===== src/hdl/crtm_pkg.sv =====
// Shared types and constants for the climb rate tone mapper.
// Used by crtm_front, crtm_queue, crtm_back and climb_rate_tone_mapper.
`default_nettype none

package crtm_pkg;

  localparam int QUEUE_DEPTH_DEF = 4;
  localparam int CFG_INDEX_W     = 3;
  localparam int CFG_DATA_W      = 16;

  typedef enum logic [1:0] {
    CMD_SAMPLE  = 2'd0,
    CMD_SET_ONE = 2'd1,
    CMD_CLEAR   = 2'd2,
    CMD_TOGGLE  = 2'd3
  } cmd_t;

  typedef enum logic [2:0] {
    OP_MUTE       = 3'd0,
    OP_UNMUTE     = 3'd1,
    OP_BEEP       = 3'd2,
    OP_SHORT_BEEP = 3'd3,
    OP_CONTINUOUS = 3'd4,
    OP_FREQUENCY  = 3'd5,
    OP_PERIOD     = 3'd6
  } sound_op_t;

  typedef enum logic [2:0] {
    REG_CLIMB_GAIN      = 3'd0,
    REG_CLIMB_INTERCEPT = 3'd1,
    REG_LEVEL_GAIN      = 3'd2,
    REG_LEVEL_INTERCEPT = 3'd3,
    REG_SINK_GAIN       = 3'd4,
    REG_SINK_INTERCEPT  = 3'd5
  } reg_idx_t;

  typedef enum logic [1:0] {
    KIND_MUTE  = 2'd0,
    KIND_CLIMB = 2'd1,
    KIND_LEVEL = 2'd2,
    KIND_SINK  = 2'd3
  } kind_t;

  typedef struct packed {
    cmd_t               command;
    logic signed [15:0] climb_rate;
  } crtm_item_t;

  typedef struct packed {
    sound_op_t   sound_op;
    logic [15:0] sound_value;
    logic        last;
  } crtm_sound_t;

  // One classified sample: case, intercept*100 + gain*c, and the beep period
  typedef struct packed {
    kind_t              kind;
    logic signed [23:0] num;
    logic [6:0]         period;
  } crtm_entry_t;

  typedef struct packed {
    logic full;
    logic empty;
  } crtm_qstat_t;

  // Register reset values
  localparam logic [11:0]        CLIMB_GAIN_RST      = 12'd300;
  localparam logic signed [15:0] CLIMB_INTERCEPT_RST = 16'sd600;
  localparam logic [11:0]        LEVEL_GAIN_RST      = 12'd200;
  localparam logic signed [15:0] LEVEL_INTERCEPT_RST = 16'sd500;
  localparam logic [11:0]        SINK_GAIN_RST       = 12'd100;
  localparam logic signed [15:0] SINK_INTERCEPT_RST  = 16'sd700;
  localparam logic [1:0]         MODE_RST            = 2'd2;
  localparam logic [1:0]         MODE_ONE            = 2'd1;
  localparam logic [1:0]         MODE_ZERO           = 2'd0;
  localparam logic [1:0]         MODE_FULL           = 2'd3;

  // Climb rate limits and case thresholds, cm/s
  localparam logic signed [15:0] CLAMP_HI  = 16'sd500;
  localparam logic signed [15:0] CLAMP_LO  = -16'sd400;
  localparam logic signed [9:0]  CLIMB_MIN = 10'sd20;
  localparam logic signed [9:0]  LEVEL_MIN = -10'sd100;
  localparam logic signed [9:0]  SINK_MAX  = -10'sd200;

  // Period = 100 - ceil(4*t/25) = 100 - floor((4*t + 24) * 2622 / 2^16)
  localparam logic signed [9:0]  PERIOD_RATE_MIN = 10'sd100;
  localparam logic [8:0]         PERIOD_RATE_DEF = 9'd100;
  localparam logic [10:0]        PERIOD_BIAS     = 11'd24;
  localparam logic [22:0]        PERIOD_RECIP    = 23'd2622;
  localparam logic [6:0]         PERIOD_BASE     = 7'd100;

  // Frequency: num / 100 as (num * ceil(2^30/100)) >> 30, exact below 2^23
  localparam logic signed [23:0] CENT       = 24'sd100;
  localparam logic [46:0]        FREQ_RECIP = 47'd10737419;
  localparam int                 FREQ_SHIFT = 30;
  localparam logic signed [23:0] FREQ_SAT   = 24'sd6553600;
  localparam logic [15:0]        FREQ_MAX   = 16'hFFFF;

endpackage

`default_nettype wire


===== src/hdl/climb_rate_tone_mapper.sv =====
// Climb rate tone mapper, top level. Instantiates crtm_front, crtm_queue
// and crtm_back; depends on crtm_pkg.
//
// Each input beat is a mode command (set, clear, toggle; no result) or a
// climb rate sample, which yields one to four sound command beats: four
// for climb and level, three for sink, one for mute, the final one flagged
// by last. The front end takes a beat in every cycle it is not stalled; a
// sample passes registers s1 and s2 before it is pushed into the queue. The
// back end drains the queue and emits one sound beat per cycle, unless
// snd_stall holds it, through its output register, so the sustained rate
// is set by that single output port and the beats per sample. The first
// beat of a sample leaves through s1, s2, the queue and the work and snd registers.
// cfg_ready is always high; write registers only while idle.
`default_nettype none

module climb_rate_tone_mapper #(
  parameter int QUEUE_DEPTH = crtm_pkg::QUEUE_DEPTH_DEF
) (
  input  logic                  clk,
  input  logic                  rst,
  input  logic                  item_valid,
  output logic                  item_stall,
  input  crtm_pkg::crtm_item_t  item,
  output logic                  snd_valid,
  input  logic                  snd_stall,
  output crtm_pkg::crtm_sound_t snd,
  input  logic                  cfg_valid,
  output logic                  cfg_ready,
  input  logic [crtm_pkg::CFG_INDEX_W-1:0] cfg_index,
  input  logic [crtm_pkg::CFG_DATA_W-1:0]  cfg_data
);
  import crtm_pkg::*;

  logic        push;
  crtm_entry_t push_entry;
  logic        pop;
  crtm_entry_t head;
  crtm_qstat_t qstat;

  crtm_front u_front (
    .clk        (clk),
    .rst        (rst),
    .item_valid (item_valid),
    .item_stall (item_stall),
    .item       (item),
    .cfg_valid  (cfg_valid),
    .cfg_ready  (cfg_ready),
    .cfg_index  (cfg_index),
    .cfg_data   (cfg_data),
    .push       (push),
    .push_entry (push_entry),
    .qstat      (qstat)
  );

  crtm_queue #(
    .DEPTH (QUEUE_DEPTH)
  ) u_queue (
    .clk        (clk),
    .rst        (rst),
    .push       (push),
    .push_entry (push_entry),
    .pop        (pop),
    .head       (head),
    .qstat      (qstat)
  );

  crtm_back u_back (
    .clk       (clk),
    .rst       (rst),
    .head      (head),
    .qstat     (qstat),
    .pop       (pop),
    .snd_valid (snd_valid),
    .snd_stall (snd_stall),
    .snd       (snd)
  );

endmodule

`default_nettype wire


===== src/hdl/crtm_front.sv =====
// Front end: configuration registers, tone mode, clamp and case selection,
// the product intercept*100 + gain*c, and the beep period. Depends on crtm_pkg.
`default_nettype none

module crtm_front (
  input  logic                   clk,
  input  logic                   rst,
  input  logic                   item_valid,
  output logic                   item_stall,
  input  crtm_pkg::crtm_item_t   item,
  input  logic                   cfg_valid,
  output logic                   cfg_ready,
  input  logic [crtm_pkg::CFG_INDEX_W-1:0] cfg_index,
  input  logic [crtm_pkg::CFG_DATA_W-1:0]  cfg_data,
  output logic                   push,
  output crtm_pkg::crtm_entry_t  push_entry,
  input  crtm_pkg::crtm_qstat_t  qstat
);
  import crtm_pkg::*;

  logic [11:0]        climb_gain;
  logic signed [15:0] climb_intercept;
  logic [11:0]        level_gain;
  logic signed [15:0] level_intercept;
  logic [11:0]        sink_gain;
  logic signed [15:0] sink_intercept;
  logic [1:0]         tone_mode;

  logic               s1_valid;
  kind_t              s1_kind;
  logic signed [9:0]  s1_c;
  logic [11:0]        s1_gain;
  logic signed [15:0] s1_intercept;

  logic               s2_valid;
  crtm_entry_t        s2_entry;

  logic               item_fire;
  logic               s1_take;
  logic               s2_take;
  logic signed [15:0] rate_clamped;
  logic signed [9:0]  c;
  kind_t              kind;
  logic [11:0]        gain_sel;
  logic signed [15:0] intercept_sel;

  logic signed [12:0] gain_s;
  logic signed [23:0] gain_prod;
  logic signed [23:0] intercept_x100;
  logic [8:0]         period_rate;
  logic [10:0]        period_arg;
  logic [22:0]        period_prod;
  crtm_entry_t        entry_next;

  assign cfg_ready  = 1'b1;
  assign push       = s2_valid && !qstat.full;
  assign push_entry = s2_entry;
  assign s2_take    = !s2_valid || push;
  assign s1_take    = !s1_valid || s2_take;
  assign item_stall = !s1_take;
  assign item_fire  = item_valid && !item_stall;

  // Clamp and classify
  always_comb begin
    if (item.climb_rate > CLAMP_HI) begin
      rate_clamped = CLAMP_HI;
    end else if (item.climb_rate < CLAMP_LO) begin
      rate_clamped = CLAMP_LO;
    end else begin
      rate_clamped = item.climb_rate;
    end
    c = signed'(rate_clamped[9:0]);

    kind          = KIND_MUTE;
    gain_sel      = climb_gain;
    intercept_sel = climb_intercept;
    if (c > CLIMB_MIN && tone_mode != MODE_ZERO) begin
      kind = KIND_CLIMB;
    end else if (c > LEVEL_MIN && tone_mode == MODE_FULL) begin
      kind          = KIND_LEVEL;
      gain_sel      = level_gain;
      intercept_sel = level_intercept;
    end else if (c <= SINK_MAX && tone_mode >= MODE_RST) begin
      kind          = KIND_SINK;
      gain_sel      = sink_gain;
      intercept_sel = sink_intercept;
    end
  end

  // Frequency numerator and beep period
  always_comb begin
    gain_s         = signed'({1'b0, s1_gain});
    gain_prod      = 24'(gain_s) * 24'(s1_c);
    intercept_x100 = 24'(s1_intercept) * CENT;
    if (s1_c > PERIOD_RATE_MIN) begin
      period_rate = s1_c[8:0];
    end else begin
      period_rate = PERIOD_RATE_DEF;
    end
    period_arg  = {period_rate, 2'b00} + PERIOD_BIAS;
    period_prod = 23'(period_arg) * PERIOD_RECIP;

    entry_next.kind   = s1_kind;
    entry_next.num    = gain_prod + intercept_x100;
    entry_next.period = PERIOD_BASE - period_prod[22:16];
  end

  always_ff @(posedge clk) begin
    if (rst) begin
      climb_gain      <= CLIMB_GAIN_RST;
      climb_intercept <= CLIMB_INTERCEPT_RST;
      level_gain      <= LEVEL_GAIN_RST;
      level_intercept <= LEVEL_INTERCEPT_RST;
      sink_gain       <= SINK_GAIN_RST;
      sink_intercept  <= SINK_INTERCEPT_RST;
    end else if (cfg_valid && cfg_ready) begin
      case (reg_idx_t'(cfg_index))
        REG_CLIMB_GAIN:      climb_gain      <= cfg_data[11:0];
        REG_CLIMB_INTERCEPT: climb_intercept <= signed'(cfg_data);
        REG_LEVEL_GAIN:      level_gain      <= cfg_data[11:0];
        REG_LEVEL_INTERCEPT: level_intercept <= signed'(cfg_data);
        REG_SINK_GAIN:       sink_gain       <= cfg_data[11:0];
        REG_SINK_INTERCEPT:  sink_intercept  <= signed'(cfg_data);
        default: ;
      endcase
    end
  end

  always_ff @(posedge clk) begin
    if (rst) begin
      tone_mode <= MODE_RST;
    end else if (item_fire) begin
      case (item.command)
        CMD_SET_ONE: tone_mode <= MODE_ONE;
        CMD_CLEAR:   tone_mode <= MODE_ZERO;
        CMD_TOGGLE:  tone_mode <= tone_mode + 2'd1;
        default: ;
      endcase
    end
  end

  always_ff @(posedge clk) begin
    if (rst) begin
      s1_valid <= 1'b0;
      s2_valid <= 1'b0;
    end else begin
      if (s1_take) begin
        s1_valid <= item_fire && item.command == CMD_SAMPLE;
      end
      if (s2_take) begin
        s2_valid <= s1_valid;
      end
    end
  end

  always_ff @(posedge clk) begin
    if (s1_take) begin
      s1_kind      <= kind;
      s1_c         <= c;
      s1_gain      <= gain_sel;
      s1_intercept <= intercept_sel;
    end
    if (s2_take) begin
      s2_entry <= entry_next;
    end
  end

endmodule

`default_nettype wire


===== src/hdl/crtm_queue.sv =====
// Short queue of classified samples between front and back end.
// Depends on crtm_pkg.
`default_nettype none

module crtm_queue #(
  parameter int DEPTH = crtm_pkg::QUEUE_DEPTH_DEF
) (
  input  logic                  clk,
  input  logic                  rst,
  input  logic                  push,
  input  crtm_pkg::crtm_entry_t push_entry,
  input  logic                  pop,
  output crtm_pkg::crtm_entry_t head,
  output crtm_pkg::crtm_qstat_t qstat
);
  import crtm_pkg::*;

  localparam int PTR_W = (DEPTH > 1) ? $clog2(DEPTH) : 1;
  localparam int CNT_W = $clog2(DEPTH + 1);

  crtm_entry_t      slots [DEPTH];
  logic [PTR_W-1:0] wr_ptr;
  logic [PTR_W-1:0] rd_ptr;
  logic [CNT_W-1:0] count;

  assign head        = slots[rd_ptr];
  assign qstat.full  = count == CNT_W'(DEPTH);
  assign qstat.empty = count == '0;

  always_ff @(posedge clk) begin
    if (rst) begin
      wr_ptr <= '0;
      rd_ptr <= '0;
      count  <= '0;
    end else begin
      if (push) begin
        wr_ptr <= (wr_ptr == PTR_W'(DEPTH - 1)) ? '0 : wr_ptr + 1'b1;
      end
      if (pop) begin
        rd_ptr <= (rd_ptr == PTR_W'(DEPTH - 1)) ? '0 : rd_ptr + 1'b1;
      end
      if (push && !pop) begin
        count <= count + 1'b1;
      end else if (pop && !push) begin
        count <= count - 1'b1;
      end
    end
  end

  always_ff @(posedge clk) begin
    if (push) begin
      slots[wr_ptr] <= push_entry;
    end
  end

  assert property (@(posedge clk) disable iff (rst) !(push && qstat.full))
    else $error("push into full queue");
  assert property (@(posedge clk) disable iff (rst) !(pop && qstat.empty))
    else $error("pop from empty queue");
  assert property (@(posedge clk) disable iff (rst) count <= CNT_W'(DEPTH))
    else $error("queue count beyond depth");

endmodule

`default_nettype wire


===== src/hdl/crtm_back.sv =====
// Back end: takes one classified sample at a time, divides out the frequency and
// sends sound commands, one beat per cycle unless stalled. Depends on crtm_pkg.
`default_nettype none

module crtm_back (
  input  logic                  clk,
  input  logic                  rst,
  input  crtm_pkg::crtm_entry_t head,
  input  crtm_pkg::crtm_qstat_t qstat,
  output logic                  pop,
  output logic                  snd_valid,
  input  logic                  snd_stall,
  output crtm_pkg::crtm_sound_t snd
);
  import crtm_pkg::*;

  logic        busy;
  logic [1:0]  step;
  crtm_entry_t work;
  logic [15:0] quot;

  logic        fire;
  logic        is_last;
  logic        load;
  logic [46:0] quot_prod;
  logic [15:0] freq;
  crtm_sound_t beat;

  assign fire = busy && (!snd_valid || !snd_stall);
  assign load = (!busy || (fire && is_last)) && !qstat.empty;
  assign pop  = load;

  // Quotient tracks the loaded sample through the quot register; it is ready
  // well before the frequency beat goes out
  assign quot_prod = 47'(work.num[22:0]) * FREQ_RECIP;

  always_comb begin
    if (work.num < 0) begin
      freq = '0;
    end else if (work.num >= FREQ_SAT) begin
      freq = FREQ_MAX;
    end else begin
      freq = quot;
    end
  end

  always_comb begin
    case (work.kind)
      KIND_MUTE: is_last = step == 2'd0;
      KIND_SINK: is_last = step == 2'd2;
      default:   is_last = step == 2'd3;
    endcase
  end

  always_comb begin
    beat.sound_op    = OP_MUTE;
    beat.sound_value = '0;
    beat.last        = is_last;
    if (work.kind != KIND_MUTE) begin
      case (step)
        2'd0: beat.sound_op = OP_UNMUTE;
        2'd1: begin
          case (work.kind)
            KIND_CLIMB: beat.sound_op = OP_BEEP;
            KIND_LEVEL: beat.sound_op = OP_SHORT_BEEP;
            default:    beat.sound_op = OP_CONTINUOUS;
          endcase
        end
        2'd2: begin
          beat.sound_op    = OP_FREQUENCY;
          beat.sound_value = freq;
        end
        default: begin
          beat.sound_op    = OP_PERIOD;
          beat.sound_value = {9'd0, work.period};
        end
      endcase
    end
  end

  always_ff @(posedge clk) begin
    if (rst) begin
      busy      <= 1'b0;
      step      <= '0;
      snd_valid <= 1'b0;
    end else begin
      if (load) begin
        busy <= 1'b1;
        step <= '0;
      end else begin
        if (fire && is_last) begin
          busy <= 1'b0;
        end
        if (fire) begin
          step <= step + 2'd1;
        end
      end
      if (fire) begin
        snd_valid <= 1'b1;
      end else if (!snd_stall) begin
        snd_valid <= 1'b0;
      end
    end
  end

  always_ff @(posedge clk) begin
    if (load) begin
      work <= head;
    end
    quot <= quot_prod[FREQ_SHIFT+15:FREQ_SHIFT];
    if (fire) begin
      snd <= beat;
    end
  end

  assert property (@(posedge clk) disable iff (rst)
    (busy && work.kind == KIND_MUTE) |-> step == 2'd0)
    else $error("mute sample past its only beat");
  assert property (@(posedge clk) disable iff (rst)
    (busy && work.kind == KIND_SINK) |-> step != 2'd3)
    else $error("sink sample past its third beat");
  assert property (@(posedge clk) disable iff (rst)
    (fire && is_last && qstat.empty) |=> !busy)
    else $error("back end stays busy with nothing loaded");

endmodule

`default_nettype wire

===== config.mk =====
export PLATFORM = sky130hd
export DESIGN_NAME = climb_rate_tone_mapper
export DESIGN_NICKNAME = d
export VERILOG_FILES = /design/src/hdl/crtm_pkg.sv /design/src/hdl/climb_rate_tone_mapper.sv /design/src/hdl/crtm_front.sv /design/src/hdl/crtm_queue.sv /design/src/hdl/crtm_back.sv
export SDC_FILE = /design/constraint.sdc
export NUM_CORES = 2
export LEC_CHECK = 0
export BUFFER_PORTS_ARGS = -buffer_cell sky130_fd_sc_hd__buf_2
export CAP_MARGIN = 20
export CORE_MARGIN = 8
export CORE_UTILIZATION = 50
export DETAILED_ROUTE_END_ITERATION = 7
export PLACE_DENSITY = 0.79
export SLEW_MARGIN = 0
export SYNTH_ARGS = -nofsm -noshare
export SYNTH_HDL_FRONTEND = slang
export SYNTH_SLANG_ARGS = --single-unit

===== constraint.sdc =====
create_clock -name clk -period 6.6 [get_ports clk]
set_input_delay 1.32 -clock clk [delete_from_list [all_inputs] [get_ports clk]]
set_output_delay 1.32 -clock clk [all_outputs]
set_load 0.05 [all_outputs]

==> implementation parameters <==
Parameter                              Value

STA
  Final setup violation count ... 1
  Worst-case setup margin in the final layout ... -122.7 ps
  Upper clock frequency limit ... 0.1488 GHz
  Post-route clock period utilization ... 101.9%
  Slew Viols, Final ... 0
  Worst slew pin tran ... 1007 ps
  Final hold violation count ... 0
  RSZ-0062 raised after global routing ... true
  Crit path time final ... 6723 ps
  Final worst clock skew ... 34.42 ps
  Worst slew margin ... 32.55%

Yosys
  Async SR Flop Fraction ... 0%
  Yosys warns ... 0
  Top cells by area in the synthesized netlist ... edfxtp_1 24%, fa_1 20%, ha_1 19%
  Synth cell types ... 80
  Top cell type's share of synthesized area ... 24.08%
  Commonest cells in the netlist ... 550 x inv_1, 476 x ha_1, 314 x fa_1
  Share of the synthesized area in compound gates (AO/OA/AOI/OAI) ... 8.630%
  Per-instance average area after synthesis ... 10.82 um2
  Syn Std Cell Area ... 32,170 um2
  Post-Synth Adder-Cell Area ... 38.05%
  Flip-flop cell with the highest count after synthesis ... edfxtp_1
  Cell count after synthesis ... 2,973
  Most frequent cell after synthesis ... inv_1
  Post-synth EDFFs ... 258
  Synthesized netlist net count ... 3,805
  Share of cell area taken by muxes after synthesis ... 2.567%
  Simple-gate area share of the yosys netlist ... 9.517%
  Number of storage elements in the synthesis netlist ... 373
  Combinational family with the most area after synthesis ... adder cells
  Xor/xnor share of the synthesized area ... 2.477%
  Register area share after synthesis ... 31.24%
  Cell type contributing the most total cell area after synthesis ... edfxtp_1

Cells and area
  Layout net count ... 4,015
  Layout fillers ... 5,056
  Non-Filler Cell Area, Final ... 36,350 um2
  Fin cells ... 4,067
  Area taken by flip-flops and latches ... 10,050 um2
  Fraction of layout instances using a drive strength above 1 ... 14.57%
  Multi-input logic area ... 20,190 um2
  Antenna Diode Count ... 0
  Signed area change from the synthesized netlist to the final layout ... 12.99%

Global routing
  Overall global routing resource usage ... 19.16%
  First-pass GRT wire length ... 115.0 mm
  Largest net degree at the start of global routing ... 61
  Initial antenna violation count ... 1
  GRT Residual Overflow ... 0
  Number of global-route vias before repair ... 22,640

Worst hold path
  Worst min-delay path startpoint ... u_front.sink_gain[8]$_SDFFE_PP0P_
  Hold Path Cell Cnt ... 2
  Worst Hold Endpoint ... u_front.sink_gain[8]$_SDFFE_PP0P_
  Path class of the lowest-slack min-delay path ... reg -> reg

Critical path
  Required time of the critical path ... 6890 ps
  WP data arrival ... 7010 ps
  Element type at the critical path start ... register
  Crit Reg-Reg Endpoint ... u_front.push_entry[30]$_DFFE_PP_
  Delay contributed by the slowest stage of the critical path ... 540 ps
  Startpoint-to-endpoint class of the critical path ... reg -> reg
  Most prevalent standard cell on the critical path ... fa_1
  Worst reg2reg path depth ... 28
  Critical path capture point type ... register
  Largest fanout of any net on the critical path ... 4
  Worst path buffer plus inverter count ... 5
  Startpoint of the lowest-slack register-to-register path ... u_front.s1_gain[6]$_DFFE_PN_
  Worst reg-to-reg setup slack ... -120 ps
  Gate family responsible for the most delay along the worst path ... adder cells
  Crit-path slowest cell ... fa_1

Detailed routing
  Remaining antenna violation count after routing ... 0
  DR DRC count ... 0
  Avg WL per Cell ... 17.70 um
  Initial drt markers ... 1,283
  WL final ... 72.00 mm
  Drt pass-1 iters ... 5
  Detail-routed via count per cell ... 5.367
  Count of vias placed by the detailed router ... 21,830

Clock network
  Maximum buffer depth of the clock tree ... 3
  Clock buffers created by TritonCTS ... 39
  Clock transition at the registers of the reported paths ... 60 ps
  Insertion delay of the later-clocked pin in the worst-skew pair ... 550 ps
  CTS Root Cell ... clkbuf_16
  Maximum level of the CTS H-tree ... 2
  Number of sinks handled by clock tree synthesis ... 373
  Clock tree from TritonCTS ... yes

Floorplan
  Vertical die dimension ... 269.7 um
  Core Region ... 64,000 um2
  Std-Cell Rows ... 93
  Overall die area ... 72,720 um2
  Starting Density ... 50.27%
  I/O pin count ... 65
  Chip width ... 269.7 um

Placement
  Last weighted congestion value of the routability-driven placer ... 0.9694
  # port buffers ... 63
  Standard cell area after detailed placement ... 34,360 um2
  DP Cell Count ... 3,958
  Detailed placement HPWL ... 55.65 mm

Flow run
  Max-cap violations ... 0

Run status
  Run status ... complete, but fails checks
  Violated checks ... setup timing
[through the flow]
| step | utilization (%) | setup TNS (ps) | setup slack, ps | hold slack, ps |
|---|---|---|---|---|
| floorplan | - | 0 | 10.87 | 400.3 |
| global placement | 53.69 | 0 | 16.91 | 442.3 |
| detailed placement | 53.69 | -406.2 | -178.0 | 446.5 |
| CTS | 55.91 | -1.406 | -1.406 | 455.2 |
| global route | 56.80 | -1074 | -343.5 | 470.8 |
| finish | 56.80 | -122.7 | -122.7 | 454.1 |
[repair_timing]
action	4_1_cts	5_1_grt
cloned	0	0
pin swaps	12	50
hold buffers	0	0
resized for setup	9	95
setup endpoints to repair	3	19
setup buffers	14	24
[layout by cell type, fill, tap and decap left out, types with 7 or more instances in the layout]
cell,instances
nand3_1,22
a21oi_1,133
inv_2,9
o2bb2ai_2,9
or3_1,7
buf_4,175
clkbuf_16,41
inv_1,542
a21oi_2,11
or2_2,7
nand4_1,14
and3_1,15
edfxtp_1,258
a22oi_2,9
o21a_1,17
nand2b_1,26
mux4_2,33
and2_1,58
o2bb2ai_1,19
fa_1,311
nand2_1,292
ha_2,7
dfxtp_1,114
ha_4,11
nor2b_1,14
buf_2,63
nor2_1,79
a31oi_1,9
a211oi_1,9
nor3_1,28
a22oi_1,20
o21ai_0,59
o21ai_1,9
xor2_1,21
a21o_1,31
ha_1,458
nand3b_1,28
o21bai_1,7
xnor2_1,66
[registers in the layout (all words and copies together), names as in the netlist, 10 cells and up]
| register | cells |
|---|---|
| u_front.climb_gain | 12 |
| u_front.s1_gain | 12 |
| u_front.sink_gain | 12 |
| u_queue.slots | 132 |
| u_front.s1_c | 10 |
| u_front.level_gain | 12 |
| u_front.s1_intercept | 16 |
| u_front.level_intercept | 16 |
| u_back.work | 33 |
| u_back.quot | 16 |
| u_front.climb_intercept | 16 |
| u_front.push_entry | 33 |
| u_back.snd | 20 |
| u_front.sink_intercept | 16 |
[cell type report]
cell class                 count  area share, %
inverter                     551          5.690
clock inverter                21         0.4819
timing repair buffer         245          4.712
multi-input combinational   1973          55.53
clock buffer                  49          2.988
tap                          855          2.943
sequential                   373          27.65
[cells by family (layout without fill, tap and decap cells)]
family / count (synthesis) / after routing
other: 1 / 1
adder cells (fa/ha/maj): 790 / 790
XOR/XNOR: 91 / 91
multiplexers: 41 / 41
flip-flops: 373 / 373
AND/OR/NAND/NOR: 639 / 639
AO/OA/AOI/OAI: 411 / 411
buffers and inverters: 627 / 866
[per-layer routing]
metal	GRT usage [%]	share of wire (%)	vias to the layer above
met2	34.58	51	601
li1	-	-	10380
met1	23.37	40	10660
met3	2.523	4.9	191
met4	6.657	4.1	2
met5	0	0.018	-
[tightest hold or removal path: stages (launching register included)]
cell	delay, ps
dfxtp_1	310
nand2_1	50
a21oi_1	50
[how the worst max path moves through the flow]
stage / from / end / slack, ps / cells after the start
2_1_floorplan: u_front.s1_c[9]$_DFFE_PN_ / u_front.push_entry[30]$_DFFE_PP_ / 10 / 28
3_3_place_gp: u_front.s1_gain[3]$_DFFE_PN_ / u_front.push_entry[30]$_DFFE_PP_ / 20 / 24
3_5_place_dp: u_front.s1_c[2]$_DFFE_PN_ / u_front.push_entry[6]$_DFFE_PP_ / -180 / 29
4_1_cts: u_front.s1_c[7]$_DFFE_PN_ / u_front.push_entry[4]$_DFFE_PP_ / -1 / 29
5_1_grt: u_front.s1_gain[6]$_DFFE_PN_ / u_front.push_entry[30]$_DFFE_PP_ / -340 / 28
6_report: u_front.s1_gain[6]$_DFFE_PN_ / u_front.push_entry[30]$_DFFE_PP_ / -120 / 28
Power is not shown: default switching activity piles up to over one toggle a cycle in this logic, so the estimate is an artifact.
